[src/design/gvss_pkg.sv]
// Package for the GPIO voltage step selector: sizes, codes, item types and sequencer states.
package gvss_pkg;

	// Table and line sizes.
	localparam int unsigned MAX_ENTRIES = 5;
	localparam int unsigned MAX_LINES   = 16;
	localparam int unsigned IDX_W       = $clog2(MAX_ENTRIES);
	localparam int unsigned LC_W        = $clog2(MAX_LINES + 1);
	localparam int unsigned MV_W        = 16;
	localparam int unsigned SEL_W       = 16;
	localparam int unsigned CFG_W       = 32;
	localparam int unsigned CFG_IDX_W   = 3;

	// Action codes.
	localparam logic [1:0] ACT_QUERY   = 2'd0;
	localparam logic [1:0] ACT_SET     = 2'd1;
	localparam logic [1:0] ACT_STARTUP = 2'd2;

	// Configuration register indexes.
	localparam logic [CFG_IDX_W-1:0] REG_ENTRY_COUNT   = 3'd0;
	localparam logic [CFG_IDX_W-1:0] REG_LINE_COUNT    = 3'd1;
	localparam logic [CFG_IDX_W-1:0] REG_STARTUP_INDEX = 3'd2;
	localparam logic [CFG_IDX_W-1:0] REG_ENTRY_0       = 3'd3;

	// Request item.
	typedef struct packed {
		logic [1:0]      action;
		logic [MV_W-1:0] min_mv;
		logic [MV_W-1:0] max_mv;
	} req_t;

	// Result item.
	typedef struct packed {
		logic             status;
		logic [2:0]       chosen_index;
		logic [MV_W-1:0]  current_mv;
		logic [15:0]      line_drive;
	} rsp_t;

	// Sequencer states, one-hot.
	typedef enum logic [5:0] {
		S_IDLE  = 6'b000001,
		S_COUNT = 6'b000010,
		S_LOAD  = 6'b000100,
		S_SCAN  = 6'b001000,
		S_CHECK = 6'b010000,
		S_DONE  = 6'b100000
	} state_t;

endpackage

[src/design/gpio_voltage_step_select.sv]
// GPIO voltage step selector: table scan sequencer, current step register and line drive.
// Steps: an accepted item runs the count pass, which stops early at the first entry that does not
// rise, then the load, the scan over the usable entries, the check and the done state and strobe.
// A rejected startup item skips the scan and the check.
// Items: the next item is taken at the edge that ends the strobe cycle; no new item is taken
// while busy, and the receiver cannot stall results.
// Reset: asynchronous, active low; the control registers go to their reset values, current step is 0.
module gpio_voltage_step_select
	import gvss_pkg::*;
(
	input  logic                 clk,
	input  logic                 arst_n,
	input  logic                 start,
	output logic                 busy,
	input  req_t                 req,
	output logic                 done,
	output rsp_t                 rsp,
	input  logic                 cfg_we,
	input  logic [CFG_IDX_W-1:0] cfg_index,
	input  logic [CFG_W-1:0]     cfg_data
);

	// Configuration and control state.
	state_t               state_q;
	logic [2:0]           entry_count_q;
	logic [LC_W-1:0]      line_count_q;
	logic [2:0]           startup_q;
	logic [CFG_W-1:0]     entry_q [MAX_ENTRIES];
	logic [IDX_W-1:0]     cur_q;
	logic [IDX_W-1:0]     idx_q;
	logic [2:0]           n_q;
	logic                 done_q;

	// Item payload registers.
	logic [1:0]           act_q;
	logic [MV_W-1:0]      lo_q;
	logic [MV_W-1:0]      hi_q;
	logic [MV_W-1:0]      prev_mv_q;
	logic [MV_W-1:0]      start_mv_q;
	logic [MV_W:0]        sum_q;
	logic [IDX_W-1:0]     best_q;
	logic [MV_W:0]        best_d_q;
	logic [MV_W-1:0]      best_mv_q;
	logic                 status_q;
	rsp_t                 rsp_q;

	// Combinational signals.
	logic [IDX_W-1:0]     rd_idx;
	logic [CFG_W-1:0]     rd_entry;
	logic [MV_W-1:0]      rd_mv;
	logic [SEL_W-1:0]     rd_sel;
	logic [2:0]           lim;
	logic                 count_stop;
	logic                 count_last;
	logic                 start_ok;
	logic [MV_W-1:0]      lo_sel;
	logic [MV_W-1:0]      hi_sel;
	logic [MV_W+1:0]      diff;
	logic [MV_W:0]        mv_gap;
	logic                 better;
	logic                 scan_last;
	logic                 check_ok;
	logic [LC_W-1:0]      lc_sat;
	logic [15:0]          drive;

	assign busy = (state_q != S_IDLE);
	assign done = done_q;
	assign rsp  = rsp_q;

	// Single table read port; the sequencer chooses the entry.
	always_comb begin
		unique case (state_q)
			S_DONE:  rd_idx = cur_q;
			default: rd_idx = idx_q;
		endcase
		rd_entry = (32'(rd_idx) < MAX_ENTRIES) ? entry_q[rd_idx] : '0;
		rd_mv    = rd_entry[MV_W-1:0];
		rd_sel   = rd_entry[CFG_W-1:MV_W];
	end

	// Usable count pass: stop at the limit or the first entry that does not rise.
	always_comb begin
		if (entry_count_q == 3'd0) begin
			lim = 3'd1;
		end else if (32'(entry_count_q) > MAX_ENTRIES) begin
			lim = 3'(MAX_ENTRIES);
		end else begin
			lim = entry_count_q;
		end
		count_stop = (idx_q != '0) && ((3'(idx_q) >= lim) || (rd_mv <= prev_mv_q));
		count_last = (32'(idx_q) == MAX_ENTRIES - 1);
		start_ok   = (startup_q < n_q);
	end

	// Bounds for the scan: the startup action uses the startup entry for both.
	always_comb begin
		if (act_q == ACT_STARTUP) begin
			lo_sel = start_mv_q;
			hi_sel = start_mv_q;
		end else begin
			lo_sel = lo_q;
			hi_sel = hi_q;
		end
	end

	// Distance unit for the scan: |2v - (min + max)|, ties keep the lower index.
	always_comb begin
		diff      = {1'b0, rd_mv, 1'b0} - {1'b0, sum_q};
		mv_gap    = diff[MV_W+1] ? (MV_W+1)'(-diff) : diff[MV_W:0];
		better    = (idx_q == '0) || (mv_gap < best_d_q);
		scan_last = (3'(idx_q) == 3'(n_q - 3'd1));
		check_ok  = (best_mv_q >= lo_q) && (best_mv_q <= hi_q);
	end

	// Line drive: line i takes select bit (line count - 1 - i).
	always_comb begin
		logic [LC_W-1:0] b;
		lc_sat = (32'(line_count_q) > MAX_LINES) ? LC_W'(MAX_LINES) : line_count_q;
		drive  = '0;
		for (int i = 0; i < MAX_LINES; i++) begin
			b = LC_W'(lc_sat - LC_W'(1) - LC_W'(i));
			if (LC_W'(i) < lc_sat) begin
				drive[i] = rd_sel[b[$clog2(SEL_W)-1:0]];
			end
		end
	end

	// Control registers and configuration writes.
	always_ff @(posedge clk or negedge arst_n) begin
		if (!arst_n) begin
			state_q       <= S_IDLE;
			entry_count_q <= 3'd1;
			line_count_q  <= LC_W'(1);
			startup_q     <= 3'd0;
			for (int i = 0; i < MAX_ENTRIES; i++) begin
				entry_q[i] <= '0;
			end
			cur_q         <= '0;
			idx_q         <= '0;
			n_q           <= 3'd1;
			done_q        <= 1'b0;
		end else begin
			done_q <= 1'b0;
			if (cfg_we) begin
				unique case (cfg_index)
					REG_ENTRY_COUNT:   entry_count_q <= cfg_data[2:0];
					REG_LINE_COUNT:    line_count_q  <= cfg_data[LC_W-1:0];
					REG_STARTUP_INDEX: startup_q     <= cfg_data[2:0];
					default:           entry_q[IDX_W'(cfg_index - REG_ENTRY_0)] <= cfg_data;
				endcase
			end
			unique case (state_q)
				S_IDLE: begin
					if (start) begin
						idx_q   <= '0;
						state_q <= S_COUNT;
					end
				end
				S_COUNT: begin
					if (count_stop) begin
						n_q     <= 3'(idx_q);
						state_q <= S_LOAD;
					end else if (count_last) begin
						n_q     <= 3'(MAX_ENTRIES);
						state_q <= S_LOAD;
					end else begin
						idx_q <= idx_q + IDX_W'(1);
					end
				end
				S_LOAD: begin
					idx_q <= '0;
					if ((act_q == ACT_STARTUP) && !start_ok) begin
						state_q <= S_DONE;
					end else begin
						state_q <= S_SCAN;
					end
				end
				S_SCAN: begin
					if (scan_last) begin
						state_q <= S_CHECK;
					end else begin
						idx_q <= idx_q + IDX_W'(1);
					end
				end
				S_CHECK: begin
					if (check_ok && ((act_q == ACT_SET) || (act_q == ACT_STARTUP))) begin
						cur_q <= best_q;
					end
					state_q <= S_DONE;
				end
				S_DONE: begin
					done_q  <= 1'b1;
					state_q <= S_IDLE;
				end
				default: state_q <= S_IDLE;
			endcase
		end
	end

	// Item payload path.
	always_ff @(posedge clk) begin
		unique case (state_q)
			S_IDLE: begin
				if (start) begin
					act_q <= req.action;
					lo_q  <= req.min_mv;
					hi_q  <= req.max_mv;
				end
			end
			S_COUNT: begin
				if (!count_stop) begin
					prev_mv_q <= rd_mv;
					if (3'(idx_q) == startup_q) begin
						start_mv_q <= rd_mv;
					end
				end
			end
			S_LOAD: begin
				lo_q     <= lo_sel;
				hi_q     <= hi_sel;
				sum_q    <= {1'b0, lo_sel} + {1'b0, hi_sel};
				best_q   <= '0;
				status_q <= 1'b1;
			end
			S_SCAN: begin
				if (better) begin
					best_q    <= idx_q;
					best_d_q  <= mv_gap;
					best_mv_q <= rd_mv;
				end
			end
			S_CHECK: begin
				status_q <= !check_ok;
			end
			S_DONE: begin
				rsp_q.status       <= status_q;
				rsp_q.chosen_index <= 3'(best_q);
				rsp_q.current_mv   <= rd_mv;
				rsp_q.line_drive   <= drive;
			end
			default: ;
		endcase
	end

	// A result strobe only follows the final sequencer step.
	a_done_after_step: assert property (@(posedge clk) disable iff (!arst_n)
		done |-> $past(state_q == S_DONE))
		else $error("result strobe without a finished item");

	// An accepted item makes the block busy on the next cycle.
	a_busy_after_accept: assert property (@(posedge clk) disable iff (!arst_n)
		(start && !busy) |=> busy)
		else $error("accepted item did not start the sequencer");

	// The scan never runs beyond the usable entries.
	a_scan_in_range: assert property (@(posedge clk) disable iff (!arst_n)
		(state_q == S_SCAN) |-> (3'(idx_q) < n_q))
		else $error("scan index beyond usable count");

	// The current step always names a table entry.
	a_cur_in_table: assert property (@(posedge clk) disable iff (!arst_n)
		32'(cur_q) < MAX_ENTRIES)
		else $error("current step outside the table");

	// A reported index always lies in the table.
	a_chosen_in_table: assert property (@(posedge clk) disable iff (!arst_n)
		done |-> (32'(rsp.chosen_index) < MAX_ENTRIES))
		else $error("chosen index outside the table");

endmodule
[config.mk]
export PLATFORM = sky130hd
export DESIGN_NAME = gpio_voltage_step_select
export DESIGN_NICKNAME = d
export VERILOG_FILES = /design/src/design/gvss_pkg.sv /design/src/design/gpio_voltage_step_select.sv
export SDC_FILE = /design/constraint.sdc
export NUM_CORES = 1
export LEC_CHECK = 0
export BUFFER_PORTS_ARGS = -buffer_cell sky130_fd_sc_hd__buf_2
export CAP_MARGIN = 20
export CORE_MARGIN = 2
export CORE_UTILIZATION = 45
export CTS_CLUSTER_SIZE = 25
export DETAILED_ROUTE_END_ITERATION = 12
export SLEW_MARGIN = 20
export SYNTH_ARGS = -nofsm -noshare
export SYNTH_HDL_FRONTEND = slang
export SYNTH_SLANG_ARGS = --single-unit
[constraint.sdc]
create_clock -name clk -period 7.9 [get_ports clk]
set_input_delay 0.79 -clock clk [delete_from_list [all_inputs] [get_ports clk]]
set_output_delay 0.79 -clock clk [all_outputs]
set_load 0.01 [all_outputs]
Word level (Yosys, flattened, before mapping)

Cells that the tools add are included.
Widths: inputs -> output; s select.

Reduce and logical (&&, ||, !) cells: 34
Muxes and demuxes: 67
$add $sub $neg: 22
Order comparisons: 44
Bitwise gates (word level): 4
Equal/unequal tests: 21

Operator list:

| kind                | number |
|---|---|
| $bwmux 160          | 1 |
| $mux 32             | 4 |
| $bmux 32 s3         | 1 |
| $demux 32 s3        | 1 |
| $lt 4x5->1 const B  | 16 |
| $bmux 1 s4          | 16 |
| $mux 16             | 4 |
| $pmux 16 s2         | 2 |
| $lt 4x5->1 const A  | 8 |
| $le 16x16->1        | 2 |
| $sub 4x4->4 const B | 8 |
| $mux 3              | 10 |
| $mux 6              | 5 |
| $pmux 6 s5          | 1 |
| $reduce_and 2->1    | 11 |
| $lt 3x5->1 const A  | 4 |
| $sub 17x17->18      | 1 |
| $add 16x16->17      | 1 |
| $lt 17x17->1        | 1 |
| $mux 1              | 17 |
| $mux 17             | 1 |
| $neg 17->17         | 1 |
| $ge 16x16->1        | 1 |
| $sub 4x3->4 const B | 4 |
| 45 further kinds    | 71 |

Flip-flop bits (word level): 343
Output and inout bits: 38
Logic and storage cells: 234
Input bits: 73

Longest topological paths before layout

Depth after elaboration: 14
Depth in mapped cells: 31
Depth with buffers taken out: 27

Worst setup path before layout

Ideal clock, no wire load.

Path kind: register to register
Start: register state_q[2]
End: register best_d_q[0], enable pin
Clock period less this slack: 8.014 ns
Path slack: -0.114 ns
Cell stages (with the launch flop): 32
Library setup time: 0.391 ns
Buffers on the path: 5
Required time: 7.509 ns
Arrival: 7.623 ns
Cells stage by stage: dfrtp_1 -> buf_6 -> or4_4 -> nor3b_2 -> buf_6 -> mux2i_2 -> buf_6 -> buf_1 -> mux4_2 -> a22o_1 -> ha_1 -> a21o_1 -> nand2_1 -> a31oi_1 -> o31a_1 -> o21ai_0 -> a21oi_1 -> o21ai_0 -> nand2b_1 -> clkbuf_1 -> nor2_1 -> xnor2_1 -> ha_1 -> a21o_1 -> a21o_1 -> a21o_1 -> a21o_1 -> a21oi_1 -> o21ai_0 -> a21oi_1 -> o211ai_1 -> nand2_1

Elaborated cells on any way between the ends: 15
Classes of those cells: 2 x add/sub; 2 x order compare; 2 x eq/ne; 6 x mux; 1 x bitwise; 2 x reduce/logical

RTL lines:

| item                                        | line                            | source |
|---|---|---|
| from (decl)                                 | gpio_voltage_step_select.sv:24  | `state_t state_q;` |
| from (signal assigned)                      | gpio_voltage_step_select.sv:131 | `state_q <= S_IDLE;` |
| from (signal assigned)                      | gpio_voltage_step_select.sv:156 | `state_q <= S_COUNT;` |
| from (signal assigned)                      | gpio_voltage_step_select.sv:162 | `state_q <= S_LOAD;` |
| $eq 6x6->1 *                                | gpio_voltage_step_select.sv:72  | `unique case (state_q)` |
| $mux 3 *                                    | gpio_voltage_step_select.sv:72  |  |
| $not 3->4 (not written as such)             | gpio_voltage_step_select.sv:76  | `rd_entry = (32'(rd_idx) < MAX_ENTRIES) ? entry_q[rd_idx] : '0;` |
| $bmux 32 s3                                 | gpio_voltage_step_select.sv:76  |  |
| $mux 32 (not written as such) (2 in series) | gpio_voltage_step_select.sv:76  |  |
| $mux 32 *                                   | gpio_voltage_step_select.sv:76  |  |
| net rd_entry[2]                             | gpio_voltage_step_select.sv:49  | `logic [CFG_W-1:0] rd_entry;` |
| $sub 17x17->18 *                            | gpio_voltage_step_select.sv:108 | `diff = {1'b0, rd_mv, 1'b0} - {1'b0, sum_q};` |
| $mux 17 *                                   | gpio_voltage_step_select.sv:109 | `mv_gap = diff[MV_W+1] ? (MV_W+1)'(-diff) : diff[MV_W:0];` |
| net mv_gap[1]                               | gpio_voltage_step_select.sv:59  | `logic [MV_W:0] mv_gap;` |
| $lt 17x17->1 *                              | gpio_voltage_step_select.sv:110 | `better = (idx_q == '0) \|\| (mv_gap < best_d_q);` |
| $logic_or 1x1->1 *                          | gpio_voltage_step_select.sv:110 |  |
| $reduce_and 2->1 (no line) *                | --                              |  |
| to (signal assigned)                        | gpio_voltage_step_select.sv:228 | `best_d_q <= mv_gap;` |
| to (decl)                                   | gpio_voltage_step_select.sv:42  | `logic [MV_W:0] best_d_q;` |

The timed path passes the listed nets; every way through them passes the cells marked *. The select of a mux whose other input is x is not followed.
A chain may end at the register's enable or synchronous reset.

Worst setup path in the final report

Start: register state_q[3]
End: register best_mv_q[14], enable pin

Elaborated cells on any way between the ends: 15
Classes of those cells: 2 x add/sub; 2 x order compare; 2 x eq/ne; 6 x mux; 1 x bitwise; 2 x reduce/logical

RTL lines:

| item                                        | line                            | source |
|---|---|---|
| $eq 6x6->1 *                                | gpio_voltage_step_select.sv:72  |  |
| $mux 3 *                                    | gpio_voltage_step_select.sv:72  |  |
| $not 3->4 (not written as such)             | gpio_voltage_step_select.sv:76  |  |
| $bmux 32 s3                                 | gpio_voltage_step_select.sv:76  |  |
| $mux 32 (not written as such) (2 in series) | gpio_voltage_step_select.sv:76  |  |
| $mux 32 *                                   | gpio_voltage_step_select.sv:76  |  |
| net rd_entry[9]                             | gpio_voltage_step_select.sv:49  |  |
| $sub 17x17->18 *                            | gpio_voltage_step_select.sv:108 |  |
| $mux 17 *                                   | gpio_voltage_step_select.sv:109 |  |
| net mv_gap[1]                               | gpio_voltage_step_select.sv:59  |  |
| $lt 17x17->1 *                              | gpio_voltage_step_select.sv:110 |  |
| $logic_or 1x1->1 *                          | gpio_voltage_step_select.sv:110 |  |
| $reduce_and 2->1 (no line) *                | --                              |  |
| to (signal assigned)                        | gpio_voltage_step_select.sv:229 | `best_mv_q <= rd_mv;` |
| to (decl)                                   | gpio_voltage_step_select.sv:43  | `logic [MV_W-1:0] best_mv_q;` |

Marks and branches as above.

==> results.cfg <==
[clock_tree]
cts-root-buf = clkbuf_16
htree_num_levels = 2
cts_made_buffers = 40
cts_max_path_buffers = 3
cts_sinks = 343
worstSkewPairLatency_ns = 0.55
cts_tree = built
cts.clk_slew.worst_paths_ns = 0.06
holdBufCountCts = 0

[pwr]
leakage_nw = 9.09
p_per_area_mw_per_mm2 = 414
ir_drop_v = 0.000199

[synthesis]
synth_cells = 1473
async_flop_share = 0.545
synth_cell_types = 65
synth_most_common_cell = mux2_2
synth_ff_type = dfrtp_1
synth_common_cells = mux2_2 (207), dfrtp_1 (183), edfxtp_1 (156), ha_1 (120), inv_1 (119)
synth-edff-count = 156
synth_area_mm2 = 0.0185
ys_seq_area_frac = 0.508
synth_nets = 1668
yosys_warnings = 0
synth_area_leader_cell = edfxtp_1
synth_area_per_cell_um2 = 12.5
ys_ff_latch = 343
yosys-top-cells-area = edfxtp_1 (25%), dfrtp_1 (25%), mux2_2 (13%)
netlist.area_leader.share = 0.254

[cells_and_area]
final_nets = 1800
postLayoutCoreUtil = 0.516
final_layout_size_suffix_gt1_frac = 0.279
area_growth_pct = 13.7
nFillCells = 3519

[place]
dp_hpwl_um = 31200
gp_congestion = 0.879
pre_cts_ws_ns = 0.350
io_buffers = 110

[critical_path]
crit_family = compound AO/OA/AOI/OAI gates
cp.buffers_inverters = 4
start_kind = flip-flop
path_class = reg -> reg
max_stage_delay_ns = 0.58
crit_required_ns = 8.14
worst_setup_path_end_kind = flip-flop
crit_arrival_ns = 7.53
critical_path.max_fanout = 31
slowest_stage = or4_4
startpoint = state_q[3]
reg2reg_from = state_q[3]

[sta]
timing.max_slew.rel_slack = 0.461
fin_skew_ns = 0.0191
setup_slack_ns = 0.612
drv_slew = 0
report.final.setup_viol = 0
hold_viol = 0
rsz0062_at_grt = false
fmax_mhz = 137
timing.final.crit_share = 0.923
fin_crit_ns = 7.29
tightest_slew_ns = 0.808
holdWs_ns = 0.218
tns_ns = 0

[routing]
vias_per_cell = 5.60
vias = 12100
wl_met1_um = 20900
first_iter_violations = 723
route.met3.wl_um = 1700
wl_met2_um = 20600
first_pass_iters = 5
wirelength_um = 44300
wire_per_inst_um = 20.4
routed.top_layer = met5
ant_nets = 0
route.detailed.drc = 0

[flow_run]
cap_viol_max_count = 0

[global_routing]
grt_antenna_before_repair = 2
grtUsageTotal = 0.214
grt_pass1_vias = 12500
grt_pass1_wl_um = 69900
grt_max_degree = 82
gr-total-overflow = 0

[die]
rows = 74
fp.dieW_um = 207
start_util = 0.454
die_h_um = 207
coreArea_mm2 = 0.0406
io_pins = 111
dieArea_mm2 = 0.0427

[worst_hold_path]
min_path_type = in -> async

[run_status]
status = finished clean
## what timing repair did
item | CTS | global route
resized for setup | 0 | 1
buffers inserted | 0 | 2
endpoints found under the hold margin | 0 | 0
setup endpoints to repair | 0 | 33
## cells by family (layout without fill, tap and decap cells)
kind of cell	after synthesis	after routing	synth area share
other	0	1	0
multiplexers	280	280	0.190
buffers and inverters	170	330	0.0363
adder cells (fa/ha/maj)	122	122	0.0835
AND/OR/NAND/NOR	238	238	0.0624
flip-flops	343	343	0.508
XOR/XNOR	56	56	0.0266
AO/OA/AOI/OAI	264	264	0.0938
## final cells by class
| type | instances | area, µm² | share of cell area |
|---|---|---|---|
| tap | 532 | 666 | 0.0317 |
| sequential | 343 | 9370 | 0.447 |
| antenna | 1 | 2.50 | 0.000119 |
| multi-input combinational | 960 | 8480 | 0.404 |
| inverter | 122 | 458 | 0.0218 |
| timing repair buffer | 138 | 783 | 0.0373 |
| clock inverter | 17 | 110 | 0.00525 |
| clock buffer | 53 | 1110 | 0.0530 |
## state kept, by name, indices dropped and copies added, names as in the netlist
name,cells
status_q,1
prev_mv_q,16
entry_q,160
best_d_q,17
best_q,3
best_mv_q,16
cur_q,3
rsp,36
lo_q,16
line_count_q,5
startup_q,3
n_q,3
idx_q,3
sum_q,17
done,1
start_mv_q,16
entry_count_q,3
hi_q,16
state_q,6
act_q,2
## worst reg2reg max path, delay by kind of cell (launching register included)
family / cells / cell delay (ns)
AOI/OAI and AO/OA: 14 / 2.82
xor gates and xnor gates: 1 / 0.16
adders and majority gates: 2 / 0.67
buffers and inverters: 4 / 1.03
DFF: 1 / 0.44
muxes: 2 / 0.62
and+or+nand+nor: 6 / 1.22
## placed cells by master, fill, tap and decap left out, types with 31 or more instances in the layout
| cell | n |
|---|---|
| mux4_2 | 31 |
| clkbuf_16 | 41 |
| edfxtp_1 | 156 |
| a21o_1 | 35 |
| mux2_2 | 207 |
| nor2_1 | 58 |
| nand2_1 | 72 |
| inv_1 | 119 |
| dfrtp_1 | 183 |
| o21ai_0 | 67 |
| buf_2 | 109 |
| mux2i_1 | 37 |
| ha_1 | 120 |
| a21oi_1 | 56 |
| xnor2_1 | 37 |
## worst paths after layout
kind / to / slack [ns] / depth (start not counted)
worst max-delay path: best_mv_q[14] / 0.61 / 29
worst min-delay path: done / 0.22 / 1
worst max register to register: best_mv_q[14] / 0.61 / 29
worst min register to register: rsp[35] / 0.43 / 0
max in group asynchronous: entry_q[71] / 5.96 / 3
min in group clk: act_q[1] / 0.42 / 1
## report_power, final
part	internal, mW	switching [mW]
logic	1.83	2.36
clock network	1.02	0.719
registers	2.52	0.232
total	5.37	3.31
## per-layer routing
metal,vias up,GRT usage
met1,6113,0.302
met4,2,0.0656
met2,250,0.344
met3,65,0.0307
li1,5703,-
met5,-,0
## stage by stage
stage | instances | instance area [µm²] | power, mW
5_1_grt | 2165 | 21000 | 9.35
6_report | 2166 | 21000 | 8.68
3_5_place_dp | 2093 | 19700 | 6.97
3_3_place_gp | 2093 | 19700 | 6.86
2_1_floorplan | 1473 | 18500 | 5.80
4_1_cts | 2163 | 21000 | 8.75
No activity file was read; power rests on OpenSTA's default activity.
